`src/design/sspaw_pkg.sv`:
```
// ----------------------------------------------------------------------------
// sspaw_pkg
// shared widths, codes, microcode program and fixed-point helpers of the
// state-space controller
// ----------------------------------------------------------------------------
package sspaw_pkg;

  localparam int COEFF_BITS  = 16;
  localparam int STATE_BITS  = 32;
  localparam int SAMPLE_BITS = 16;
  localparam int COEFF_FRAC  = COEFF_BITS - 3;
  localparam int RECIP_BITS  = 32;
  localparam int RECIP_FRAC  = 15;
  localparam int Y_BITS      = 48;
  localparam int LIMIT_BITS  = 15;
  localparam int ORDER_BITS  = 2;

  localparam int CFG_DATA_W  = 4 * COEFF_BITS;
  localparam int CFG_IDX_W   = 3;

  // operand of the shared multiplier is cut into a low and a high chunk
  localparam int OPND_W  = Y_BITS + 1;
  localparam int CHUNK_W = 24;
  localparam int HI_W    = OPND_W - CHUNK_W;
  localparam int MUL_W   = RECIP_BITS;
  localparam int PROD_W  = MUL_W + HI_W;
  localparam int ACC_W   = PROD_W + CHUNK_W + 1;

  localparam int PC_W = 5;

  localparam logic signed [ACC_W-1:0] Y_MAX_A =
    {{(ACC_W-Y_BITS+1){1'b0}}, {(Y_BITS-1){1'b1}}};
  localparam logic signed [ACC_W-1:0] Y_MIN_A = ~Y_MAX_A;
  localparam logic signed [ACC_W-1:0] X_MAX_A =
    {{(ACC_W-STATE_BITS+1){1'b0}}, {(STATE_BITS-1){1'b1}}};
  localparam logic signed [ACC_W-1:0] X_MIN_A = ~X_MAX_A;
  localparam logic signed [Y_BITS-1:0] DRV_MAX_Y =
    {{(Y_BITS-SAMPLE_BITS+1){1'b0}}, {(SAMPLE_BITS-1){1'b1}}};
  localparam logic signed [Y_BITS-1:0] DRV_MIN_Y = ~DRV_MAX_Y;

  typedef enum logic [CFG_IDX_W-1:0] {
    CFG_A, CFG_B, CFG_C, CFG_D, CFG_RECIP, CFG_LIMIT, CFG_ENABLE, CFG_ORDER
  } cfg_idx_e;

  typedef enum logic [3:0] {
    COEF_C0, COEF_C1, COEF_D, COEF_RECIP,
    COEF_A00, COEF_A01, COEF_A10, COEF_A11, COEF_B0, COEF_B1
  } coef_sel_e;

  typedef enum logic [1:0] {
    OPND_X0, OPND_X1, OPND_U, OPND_DIFF
  } opnd_sel_e;

  typedef enum logic [3:0] {
    OP_NONE, OP_LOAD, OP_Y, OP_EMIT, OP_CORR, OP_UADJ, OP_X0N, OP_X1, OP_COMMIT
  } op_e;

  typedef enum logic [1:0] {
    J_NEXT, J_ALWAYS, J_PD, J_NO_CLAMP
  } jmp_e;

  typedef struct packed {
    logic en;
    logic clr;
    logic hi;
  } mac_ctl_t;

  typedef struct packed {
    mac_ctl_t        mac;
    coef_sel_e       coef;
    opnd_sel_e       opnd;
    op_e             op;
    jmp_e            jmp;
    logic [PC_W-1:0] tgt;
  } uword_t;

  localparam logic [PC_W-1:0] PC_LOAD    = PC_W'(0);
  localparam logic [PC_W-1:0] PC_Y_TAIL  = PC_W'(7);
  localparam logic [PC_W-1:0] PC_X0_UPD  = PC_W'(15);
  localparam logic [PC_W-1:0] PC_X0_TAIL = PC_W'(21);
  localparam logic [PC_W-1:0] PC_COMMIT  = PC_W'(31);

  function automatic uword_t mac_w(input coef_sel_e c, input opnd_sel_e o,
                                   input logic clr, input logic hi,
                                   input jmp_e j, input logic [PC_W-1:0] t);
    uword_t w;
    w.mac  = '{en: 1'b1, clr: clr, hi: hi};
    w.coef = c;
    w.opnd = o;
    w.op   = OP_NONE;
    w.jmp  = j;
    w.tgt  = t;
    return w;
  endfunction

  function automatic uword_t op_w(input op_e op, input jmp_e j,
                                  input logic [PC_W-1:0] t);
    uword_t w;
    w.mac  = '{en: 1'b0, clr: 1'b0, hi: 1'b0};
    w.coef = COEF_C0;
    w.opnd = OPND_X0;
    w.op   = op;
    w.jmp  = j;
    w.tgt  = t;
    return w;
  endfunction

  // control program, one word per step
  function automatic uword_t ucode(input logic [PC_W-1:0] pc);
    uword_t w;
    unique case (pc)
      5'd0:    w = op_w(OP_LOAD, J_NEXT, PC_LOAD);
      5'd1:    w = mac_w(COEF_C0, OPND_X0, 1'b1, 1'b0, J_NEXT, PC_LOAD);
      5'd2:    w = mac_w(COEF_C0, OPND_X0, 1'b0, 1'b1, J_NEXT, PC_LOAD);
      5'd3:    w = mac_w(COEF_D, OPND_U, 1'b0, 1'b0, J_NEXT, PC_LOAD);
      5'd4:    w = mac_w(COEF_D, OPND_U, 1'b0, 1'b1, J_PD, PC_Y_TAIL);
      5'd5:    w = mac_w(COEF_C1, OPND_X1, 1'b0, 1'b0, J_NEXT, PC_LOAD);
      5'd6:    w = mac_w(COEF_C1, OPND_X1, 1'b0, 1'b1, J_NEXT, PC_LOAD);
      5'd7:    w = op_w(OP_NONE, J_NEXT, PC_LOAD);
      5'd8:    w = op_w(OP_Y, J_NEXT, PC_LOAD);
      5'd9:    w = op_w(OP_EMIT, J_NO_CLAMP, PC_X0_UPD);
      5'd10:   w = mac_w(COEF_RECIP, OPND_DIFF, 1'b1, 1'b0, J_NEXT, PC_LOAD);
      5'd11:   w = mac_w(COEF_RECIP, OPND_DIFF, 1'b0, 1'b1, J_NEXT, PC_LOAD);
      5'd12:   w = op_w(OP_NONE, J_NEXT, PC_LOAD);
      5'd13:   w = op_w(OP_CORR, J_NEXT, PC_LOAD);
      5'd14:   w = op_w(OP_UADJ, J_NEXT, PC_LOAD);
      5'd15:   w = mac_w(COEF_A00, OPND_X0, 1'b1, 1'b0, J_NEXT, PC_LOAD);
      5'd16:   w = mac_w(COEF_A00, OPND_X0, 1'b0, 1'b1, J_NEXT, PC_LOAD);
      5'd17:   w = mac_w(COEF_B0, OPND_U, 1'b0, 1'b0, J_NEXT, PC_LOAD);
      5'd18:   w = mac_w(COEF_B0, OPND_U, 1'b0, 1'b1, J_PD, PC_X0_TAIL);
      5'd19:   w = mac_w(COEF_A01, OPND_X1, 1'b0, 1'b0, J_NEXT, PC_LOAD);
      5'd20:   w = mac_w(COEF_A01, OPND_X1, 1'b0, 1'b1, J_NEXT, PC_LOAD);
      5'd21:   w = op_w(OP_NONE, J_NEXT, PC_LOAD);
      5'd22:   w = op_w(OP_X0N, J_PD, PC_COMMIT);
      5'd23:   w = mac_w(COEF_A10, OPND_X0, 1'b1, 1'b0, J_NEXT, PC_LOAD);
      5'd24:   w = mac_w(COEF_A10, OPND_X0, 1'b0, 1'b1, J_NEXT, PC_LOAD);
      5'd25:   w = mac_w(COEF_A11, OPND_X1, 1'b0, 1'b0, J_NEXT, PC_LOAD);
      5'd26:   w = mac_w(COEF_A11, OPND_X1, 1'b0, 1'b1, J_NEXT, PC_LOAD);
      5'd27:   w = mac_w(COEF_B1, OPND_U, 1'b0, 1'b0, J_NEXT, PC_LOAD);
      5'd28:   w = mac_w(COEF_B1, OPND_U, 1'b0, 1'b1, J_NEXT, PC_LOAD);
      5'd29:   w = op_w(OP_NONE, J_NEXT, PC_LOAD);
      5'd30:   w = op_w(OP_X1, J_NEXT, PC_LOAD);
      5'd31:   w = op_w(OP_COMMIT, J_ALWAYS, PC_LOAD);
      default: w = op_w(OP_NONE, J_ALWAYS, PC_LOAD);
    endcase
    return w;
  endfunction

  function automatic logic signed [MUL_W-1:0] cext(input logic [COEFF_BITS-1:0] c);
    return {{(MUL_W-COEFF_BITS){c[COEFF_BITS-1]}}, c};
  endfunction

  // round half up, then arithmetic shift right
  function automatic logic signed [ACC_W-1:0] rnd_shift(input logic signed [ACC_W-1:0] a,
                                                        input int unsigned s);
    logic signed [ACC_W-1:0] h;
    h = ACC_W'(1) << (s - 1);
    return (a + h) >>> s;
  endfunction

  function automatic logic signed [Y_BITS-1:0] sat_y(input logic signed [ACC_W-1:0] a);
    logic signed [ACC_W-1:0] r;
    if (a > Y_MAX_A) begin
      r = Y_MAX_A;
    end else if (a < Y_MIN_A) begin
      r = Y_MIN_A;
    end else begin
      r = a;
    end
    return r[Y_BITS-1:0];
  endfunction

  function automatic logic signed [STATE_BITS-1:0] sat_x(input logic signed [ACC_W-1:0] a);
    logic signed [ACC_W-1:0] r;
    if (a > X_MAX_A) begin
      r = X_MAX_A;
    end else if (a < X_MIN_A) begin
      r = X_MIN_A;
    end else begin
      r = a;
    end
    return r[STATE_BITS-1:0];
  endfunction

  function automatic logic signed [SAMPLE_BITS-1:0] sat_drive(
      input logic signed [Y_BITS-1:0] y);
    logic signed [Y_BITS-1:0] r;
    if (y > DRV_MAX_Y) begin
      r = DRV_MAX_Y;
    end else if (y < DRV_MIN_Y) begin
      r = DRV_MIN_Y;
    end else begin
      r = y;
    end
    return r[SAMPLE_BITS-1:0];
  endfunction

endpackage

```
`src/design/sspaw_mac.sv`:
```
// ----------------------------------------------------------------------------
// sspaw_mac
// shared multiply-accumulate unit: registered product, then wide accumulate
// with an optional chunk shift
// ----------------------------------------------------------------------------
module sspaw_mac (
  input  logic                               clk_i,
  input  logic                               rst_ni,
  input  sspaw_pkg::mac_ctl_t                ctl_i,
  input  logic signed [sspaw_pkg::MUL_W-1:0] coef_i,
  input  logic signed [sspaw_pkg::HI_W-1:0]  opnd_i,
  output logic signed [sspaw_pkg::ACC_W-1:0] acc_o
);
  import sspaw_pkg::*;

  mac_ctl_t                ctl_q;
  logic signed [PROD_W-1:0] prod_q;
  logic signed [ACC_W-1:0]  acc_q;
  logic signed [ACC_W-1:0]  addend;

  always_ff @(posedge clk_i or negedge rst_ni) begin
    if (!rst_ni) begin
      ctl_q <= '0;
    end else begin
      ctl_q <= ctl_i;
    end
  end

  always_ff @(posedge clk_i) begin
    if (ctl_i.en) begin
      prod_q <= PROD_W'(coef_i * opnd_i);
    end
  end

  always_comb begin
    addend = {{(ACC_W-PROD_W){prod_q[PROD_W-1]}}, prod_q};
    if (ctl_q.hi) begin
      addend = addend <<< CHUNK_W;
    end
  end

  always_ff @(posedge clk_i) begin
    if (ctl_q.en) begin
      acc_q <= ctl_q.clr ? addend : acc_q + addend;
    end
  end

  assign acc_o = acc_q;

endmodule

```
`src/design/state_space_pid_antiwindup.sv`:
```
// ----------------------------------------------------------------------------
// state_space_pid_antiwindup
// fixed-point state-space PID/PD controller with back-calculation anti-windup
// ----------------------------------------------------------------------------
// One error sample per request yields one drive request. The output
// y = C.x + D.u comes from the old state, the new state x = A.x + B.u' is
// formed afterwards without aliasing; with anti-windup on, y is clamped to
// +-limit and u' = u - (y - clamp)/D uses the configured reciprocal of D.
// All products run through one 32x25 multiply-accumulate unit driven by a
// 32-step microcode program, each operand split into a 24-bit low chunk and
// a 25-bit high chunk; the PD form skips all steps of the second state,
// and a correction pass runs only when the clamp engages. The next sample is
// taken only when the program has returned to its first step; the drive
// request waits in an output register while the state update proceeds.
module state_space_pid_antiwindup (
  input  logic                                   clk_i,
  input  logic                                   rst_ni,
  input  logic                                   cfg_we_i,
  input  logic [sspaw_pkg::CFG_IDX_W-1:0]        cfg_index_i,
  input  logic [sspaw_pkg::CFG_DATA_W-1:0]       cfg_wdata_i,
  input  logic                                   s_axis_tvalid,
  output logic                                   s_axis_tready,
  input  logic [sspaw_pkg::SAMPLE_BITS-1:0]      s_axis_tdata,  // error_sample
  output logic                                   m_axis_tvalid,
  input  logic                                   m_axis_tready,
  output logic [sspaw_pkg::SAMPLE_BITS-1:0]      m_axis_tdata,  // drive_value
  output logic                                   m_axis_tuser   // limited
);
  import sspaw_pkg::*;

  // configuration
  logic [CFG_DATA_W-1:0]        a_q;
  logic [2*COEFF_BITS-1:0]      b_q;
  logic [2*COEFF_BITS-1:0]      c_q;
  logic [COEFF_BITS-1:0]        d_q;
  logic [RECIP_BITS-1:0]        recip_q;
  logic [LIMIT_BITS-1:0]        limit_q;
  logic                         en_q;
  logic [ORDER_BITS-1:0]        order_q;

  // sequencer and datapath
  logic [PC_W-1:0]              pc_q, pc_d;
  uword_t                       uw;
  logic                         pd, stall, take;
  logic signed [STATE_BITS-1:0] x0_q, x1_q, x0n_q;
  logic signed [Y_BITS-1:0]     u_q, y_q;
  logic signed [OPND_W-1:0]     diff_q;
  logic signed [MUL_W-1:0]      coef;
  logic signed [OPND_W-1:0]     opnd_full;
  logic signed [HI_W-1:0]       opnd_chunk;
  mac_ctl_t                     mac_ctl;
  logic signed [ACC_W-1:0]      acc;

  // emit logic
  logic signed [Y_BITS-1:0]      lim_y, clampv;
  logic                          over, under, clamp;
  logic signed [SAMPLE_BITS-1:0] drive_sat;
  logic                          sat_flag;
  logic signed [OPND_W-1:0]      diff;
  logic signed [Y_BITS:0]        u_minus;
  logic                          emit;

  logic                          out_valid_q, out_valid_d;
  logic [SAMPLE_BITS-1:0]        drive_q;
  logic                          limited_q;

  always_ff @(posedge clk_i or negedge rst_ni) begin
    if (!rst_ni) begin
      a_q     <= '0;
      b_q     <= '0;
      c_q     <= '0;
      d_q     <= '0;
      recip_q <= '0;
      limit_q <= '1;
      en_q    <= 1'b0;
      order_q <= ORDER_BITS'(2);
    end else if (cfg_we_i) begin
      unique case (cfg_idx_e'(cfg_index_i))
        CFG_A:      a_q     <= cfg_wdata_i;
        CFG_B:      b_q     <= cfg_wdata_i[2*COEFF_BITS-1:0];
        CFG_C:      c_q     <= cfg_wdata_i[2*COEFF_BITS-1:0];
        CFG_D:      d_q     <= cfg_wdata_i[COEFF_BITS-1:0];
        CFG_RECIP:  recip_q <= cfg_wdata_i[RECIP_BITS-1:0];
        CFG_LIMIT:  limit_q <= cfg_wdata_i[LIMIT_BITS-1:0];
        CFG_ENABLE: en_q    <= cfg_wdata_i[0];
        CFG_ORDER:  order_q <= cfg_wdata_i[ORDER_BITS-1:0];
        default:    ;
      endcase
    end
  end

  assign uw = ucode(pc_q);
  assign pd = (order_q == ORDER_BITS'(1));

  always_comb begin
    unique case (uw.coef)
      COEF_C0:    coef = cext(c_q[0*COEFF_BITS +: COEFF_BITS]);
      COEF_C1:    coef = cext(c_q[1*COEFF_BITS +: COEFF_BITS]);
      COEF_D:     coef = cext(d_q);
      COEF_RECIP: coef = recip_q;
      COEF_A00:   coef = cext(a_q[0*COEFF_BITS +: COEFF_BITS]);
      COEF_A01:   coef = cext(a_q[1*COEFF_BITS +: COEFF_BITS]);
      COEF_A10:   coef = cext(a_q[2*COEFF_BITS +: COEFF_BITS]);
      COEF_A11:   coef = cext(a_q[3*COEFF_BITS +: COEFF_BITS]);
      COEF_B0:    coef = cext(b_q[0*COEFF_BITS +: COEFF_BITS]);
      COEF_B1:    coef = cext(b_q[1*COEFF_BITS +: COEFF_BITS]);
      default:    coef = '0;
    endcase
  end

  always_comb begin
    unique case (uw.opnd)
      OPND_X0:   opnd_full = {{(OPND_W-STATE_BITS){x0_q[STATE_BITS-1]}}, x0_q};
      OPND_X1:   opnd_full = {{(OPND_W-STATE_BITS){x1_q[STATE_BITS-1]}}, x1_q};
      OPND_U:    opnd_full = {{(OPND_W-Y_BITS){u_q[Y_BITS-1]}}, u_q};
      OPND_DIFF: opnd_full = diff_q;
      default:   opnd_full = '0;
    endcase
    if (uw.mac.hi) begin
      opnd_chunk = opnd_full[OPND_W-1:CHUNK_W];
    end else begin
      opnd_chunk = {{(HI_W-CHUNK_W){1'b0}}, opnd_full[CHUNK_W-1:0]};
    end
  end

  always_comb begin
    mac_ctl    = uw.mac;
    mac_ctl.en = uw.mac.en && !stall;
  end

  sspaw_mac u_mac (
    .clk_i  (clk_i),
    .rst_ni (rst_ni),
    .ctl_i  (mac_ctl),
    .coef_i (coef),
    .opnd_i (opnd_chunk),
    .acc_o  (acc)
  );

  // clamp and saturation of the output sum
  always_comb begin
    lim_y     = {{(Y_BITS-LIMIT_BITS){1'b0}}, limit_q};
    over      = y_q > lim_y;
    under     = y_q < -lim_y;
    clamp     = en_q && (over || under);
    clampv    = over ? lim_y : -lim_y;
    diff      = {y_q[Y_BITS-1], y_q} - {clampv[Y_BITS-1], clampv};
    drive_sat = sat_drive(y_q);
    sat_flag  = (y_q != {{(Y_BITS-SAMPLE_BITS){drive_sat[SAMPLE_BITS-1]}}, drive_sat});
    u_minus   = {u_q[Y_BITS-1], u_q} - {y_q[Y_BITS-1], y_q};
  end

  // sequencer
  always_comb begin
    stall = ((uw.op == OP_LOAD) && !s_axis_tvalid) ||
            ((uw.op == OP_EMIT) && out_valid_q && !m_axis_tready);
    unique case (uw.jmp)
      J_NEXT:     take = 1'b0;
      J_ALWAYS:   take = 1'b1;
      J_PD:       take = pd;
      J_NO_CLAMP: take = !clamp;
      default:    take = 1'b0;
    endcase
    if (stall) begin
      pc_d = pc_q;
    end else if (take) begin
      pc_d = uw.tgt;
    end else begin
      pc_d = pc_q + PC_W'(1);
    end
  end

  assign emit = (uw.op == OP_EMIT) && !stall;

  always_comb begin
    out_valid_d = out_valid_q;
    if (m_axis_tready) begin
      out_valid_d = 1'b0;
    end
    if (emit) begin
      out_valid_d = 1'b1;
    end
  end

  always_ff @(posedge clk_i or negedge rst_ni) begin
    if (!rst_ni) begin
      pc_q        <= PC_LOAD;
      out_valid_q <= 1'b0;
      x0_q        <= '0;
      x1_q        <= '0;
    end else begin
      pc_q        <= pc_d;
      out_valid_q <= out_valid_d;
      if (uw.op == OP_X1) begin
        x1_q <= sat_x(rnd_shift(acc, COEFF_FRAC));
      end
      if (uw.op == OP_COMMIT) begin
        x0_q <= x0n_q;
      end
    end
  end

  always_ff @(posedge clk_i) begin
    unique case (uw.op)
      OP_LOAD: begin
        if (s_axis_tvalid) begin
          u_q <= {{(Y_BITS-SAMPLE_BITS){s_axis_tdata[SAMPLE_BITS-1]}}, s_axis_tdata};
        end
      end
      OP_Y: begin
        y_q <= sat_y(rnd_shift(acc, COEFF_FRAC));
      end
      OP_EMIT: begin
        if (!stall) begin
          diff_q    <= diff;
          drive_q   <= clamp ? clampv[SAMPLE_BITS-1:0] : drive_sat;
          limited_q <= clamp || sat_flag;
        end
      end
      OP_CORR: begin
        y_q <= sat_y(rnd_shift(acc, RECIP_FRAC));
      end
      OP_UADJ: begin
        u_q <= sat_y({{(ACC_W-Y_BITS-1){u_minus[Y_BITS]}}, u_minus});
      end
      OP_X0N: begin
        x0n_q <= sat_x(rnd_shift(acc, COEFF_FRAC));
      end
      default: ;
    endcase
  end

  assign s_axis_tready = (uw.op == OP_LOAD);
  assign m_axis_tvalid = out_valid_q;
  assign m_axis_tdata  = drive_q;
  assign m_axis_tuser  = limited_q;

`ifndef ASSERT_OFF
  a_acc_settled: assert property (@(posedge clk_i) disable iff (!rst_ni)
    (uw.op == OP_Y || uw.op == OP_CORR || uw.op == OP_X0N || uw.op == OP_X1)
      |-> !$past(mac_ctl.en))
    else $error("accumulator read while a product is still in flight");

  a_load_starts: assert property (@(posedge clk_i) disable iff (!rst_ni)
    s_axis_tvalid && s_axis_tready |=> pc_q == PC_LOAD + PC_W'(1))
    else $error("accepted sample did not start the program");

  a_clamp_bound: assert property (@(posedge clk_i) disable iff (!rst_ni)
    m_axis_tvalid && en_q && !m_axis_tuser
      |-> (signed'(m_axis_tdata) <= signed'({1'b0, limit_q})) &&
          (signed'(m_axis_tdata) >= -signed'({1'b0, limit_q})))
    else $error("unflagged drive beyond the clamp limit");
`endif

endmodule
```
`config.mk`:
```
export PLATFORM = sky130hd
export DESIGN_NAME = state_space_pid_antiwindup
export DESIGN_NICKNAME = d
export VERILOG_FILES = /design/src/design/sspaw_pkg.sv /design/src/design/sspaw_mac.sv /design/src/design/state_space_pid_antiwindup.sv
export SDC_FILE = /design/constraint.sdc
export NUM_CORES = 2
export LEC_CHECK = 0
export BUFFER_PORTS_ARGS = -buffer_cell sky130_fd_sc_hd__buf_2
export CELL_PAD_IN_SITES_DETAIL_PLACEMENT = 0
export CELL_PAD_IN_SITES_GLOBAL_PLACEMENT = 2
export CORE_ASPECT_RATIO = 0.75
export CORE_UTILIZATION = 43
export CTS_BUF_LIST = sky130_fd_sc_hd__clkbuf_8
export CTS_CLUSTER_SIZE = 24
export DETAILED_ROUTE_END_ITERATION = 16
export PLACE_DENSITY_LB_ADDON = 0.1
export SYNTH_ARGS = -nofsm -noshare
export SYNTH_HDL_FRONTEND = slang
export SYNTH_HIERARCHICAL = 1
export SYNTH_SLANG_ARGS = --single-unit
```
`constraint.sdc`:
```
create_clock -name clk_i -period 12.6 [get_ports clk_i]
set_input_delay 0 -clock clk_i [delete_from_list [all_inputs] [get_ports clk_i]]
set_output_delay 0 -clock clk_i [all_outputs]
set_load 0.01 [all_outputs]
```
==> flow_metrics.py <==
metrics = {
    "status": {
        "status": "completed",
    },
    "finish": {
        "layout_commonest_cell": "inv_1",
        "final_cells": 10100,
        "seq_area_sq_mm": 0.0167,
        "fin_nets": 9168,
        "drive_gt1_share_pct": 11.3,
        "syn_to_final_growth_pct": 10.5,
        "final_cell_mix": "inv_1, nand2_1, fa_1, nor2_1, and2_1",
        "fillerInstances": 15700,
        "multi_input_area_sq_mm": 0.0496,
    },
    "global_routing": {
        "grt_pass1_vias": 56900,
        "antenna_found_initial": 6,
        "grt_max_degree": 169,
        "globalRouteOverflowTotal": 0,
        "grt_pass1_wl_microns": 373000,
        "grt_util_all_layers_pct": 29.5,
    },
    "floorplanning": {
        "core_area_sq_mm": 0.163,
        "initial_core_util_pct": 43.6,
        "io_pins": 107,
        "die_w_microns": 472,
        "rows": 128,
        "die_area_sq_mm": 0.167,
        "die_h_microns": 354,
    },
    "logic_synthesis": {
        "synth_edf_count": 333,
        "ys_types": 121,
        "yosysSeqAreaShare_pct": 23.5,
        "synth_area_sq_mm": 0.0711,
        "ys_seq_elements": 600,
        "synth_ff_type": "edfxtp_1",
        "synth_area_leaders": "fa_1, edfxtp_1, dfrtp_1",
        "synth_cells": 7713,
        "yosysTopAreaCell": "fa_1",
        "async_reset_ff_share_pct": 44.5,
        "synth_area_per_cell_sq_um": 9.22,
        "yosys_warnings": 6,
        "synth_top_area_share_pct": 23.1,
        "synthesis.nets": 9022,
    },
    "drt": {
        "num_vias": 57100,
        "first_pass_iters": 6,
        "routedWlPerCell_microns": 24.2,
        "drt-initial-drc-count": 5198,
        "wl_microns": 244000,
        "vias_per_cell": 5.66,
        "drc": 0,
        "postRouteAntennaNets": 0,
    },
    "setup_path": {
        "start_kind": "flop",
        "cpMaxStageDelayCell": "nand4_1",
        "crit_top_cell": "fa_1",
        "slowest_delay_ns": 0.83,
        "ff2ff_path_depth": 34,
        "worst-path-max-fanout": 11,
        "cp.required_ns": 13.26,
        "crit_arrival_ns": 12.50,
        "critPathCaptureType": "flop",
        "rrSetupSlack_ns": 0.77,
        "crit_type": "reg2reg",
    },
    "clock_network": {
        "cts-root-buf": "clkbuf_8",
        "cts_tree": "built",
        "clock_path_buffers": 3,
        "cts_sinks": 600,
        "cts_setup_buffers": 0,
        "cts_buffers": 106,
        "clkTransAtPathRegs_ns": 0.07,
        "insertion_delay_ns": 0.89,
        "ctsResizeCount": 0,
        "htreeDepth": 3,
    },
    "timing": {
        "finClkSkew_ns": 0.0910,
        "clock.fmax_mhz": 84.5,
        "relSlewSlack_pct": 13.8,
        "fin_ws_ns": 0.768,
        "setup_viol": 0,
        "period_needed_ns": 11.83,
        "hold_viol_final": 0,
        "worst_pin_slew_ns": 1.29,
        "fin_tns_setup_ns": 0,
        "rsz0062_at_grt": "false",
        "finalCritPeriodShare_pct": 93.9,
        "drv_slew": 0,
    },
    "flow_run": {
        "maxCapViolCount": 0,
    },
    "worst_hold_path": {
        "hold-path-cell-count": 3,
        "hold_path_class": "in2reg",
    },
    "placed_design": {
        "dp.cells": 9725,
        "port_buffers": 106,
        "hpwl_microns": 194000,
        "place_ws_ns": 1.00,
        "gp_congestion": 0.925,
    },
}
[state kept, by name, summed over array words and instances, names as in the netlist]
signal and count:
c_q 32, x0_q 32, pc_q 5, u_mac/prod_q 57
m_axis_tvalid 1, en_q 1, b_q 32, u_mac/acc_o 82
x1_q 32, y_q 48, d_q 16, m_axis_tdata 16
recip_q 32, u_mac/ctl_q 3, limit_q 15, m_axis_tuser 1
x0n_q 32, diff_q 49, order_q 2, a_q 64
u_q 48
[cell usage after synthesis (10+ instances only)]
library cell    n
o21a_1         43
o21ai_0       213
a22o_1         18
nor2_1        424
xnor2_1       238
inv_1         977
buf_1          11
nand2b_1       71
clkbuf_1      363
dfrtp_1       251
o2111ai_1      12
mux2_2        308
a31oi_1        30
and4_1         14
fa_1          822
a211o_1        10
dfstp_2        16
o21bai_1       47
a211oi_1       32
nand3_1       182
nand4_1       104
o22ai_1        13
nor2b_1        77
o22a_1         48
and3_1         50
mux2i_1        25
nor3_1        105
a21o_1        136
or3_1          23
nor4_1         35
o21ai_1        50
a22oi_1        46
ha_1          399
a21oi_1       398
buf_2          16
edfxtp_1      333
o211ai_1       17
o31ai_1        19
and2_1        421
nand2_1       953
xor2_1        120
a221oi_1       18
[stage by stage]
step                      hold slack (ns)  utilization [%]  cell area [sq um]
after floorplan                    -0.296                -              71100
after global placement             0.0964             45.6              74400
after detailed placement            0.102             45.6              74400
after CTS                         0.00282             48.1              78500
after global routing               0.0653             48.1              78500
final                               0.102             48.1              78600
[cells by family after synthesis]
| kind of cell | share of synthesized area, % |
|---|---|
| AOI/OAI and AO/OA | 12.1 |
| xor gates and xnor gates | 4.44 |
| adders and majority gates | 30.2 |
| buffers and inverters | 7.30 |
| DFF | 23.5 |
| muxes | 5.23 |
| and+or+nand+nor | 17.2 |
[layout make-up]
| cell class | count | share of cell area (%) |
|---|---|---|
| Inverter | 980 | 4.68 |
| Sequential cell | 600 | 21.3 |
| Multi-Input combinational cell | 5739 | 63.1 |
| Antenna cell | 4 | 0.0127 |
| Timing Repair Buffer | 432 | 4.43 |
| Tap cell | 2145 | 3.42 |
| Clock buffer | 121 | 2.12 |
| Clock inverter | 79 | 0.925 |
[layer usage]
layer	part of all wire (%)	global-route usage (%)	routed length, microns	vias up
li1	-	-	-	26000
met1	51	48.3	125000	29000
met2	40	40.4	98200	1898
met3	6.9	4.13	16900	214
met4	1.7	5.69	4270	0
met5	0	0	0	-
[worst max-delay path: cells and delay by family, from the launching register on]
kind	cells	cell delay (ns)
AO/OA/AOI/OAI	8	2.59
adder cells (fa/ha/maj)	10	4.70
buffers and inverters	6	0.90
flip-flops	1	0.47
multiplexers	1	0.15
AND/OR/NAND/NOR	9	2.76
[timing repair]
item,in CTS,in global routing
setup endpoints to repair,0,0
hold buffers,171,0
hold endpoints to repair,499,0
[final timing paths]
path	startpoint	endpoint
setup / recovery	pc_q[1]$_DFFE_PN0N_	u_mac/prod_q[53]$_DFFE_PP_
hold / removal	cfg_wdata_i[15]	b_q[15]$_DFFE_PN0P_
setup reg to reg	pc_q[1]$_DFFE_PN0N_	u_mac/prod_q[53]$_DFFE_PP_
hold reg to reg	x0n_q[9]$_DFFE_PN_	x0_q[9]$_DFFE_PN0N_
max in group asynchronous	rst_ni	u_mac/ctl_q[2]$_DFF_PN0_
min in group asynchronous	rst_ni	limit_q[0]$_DFFE_PN1P_
Power is not shown: default switching activity piles up to over one toggle a cycle in this logic, so the estimate is an artifact.
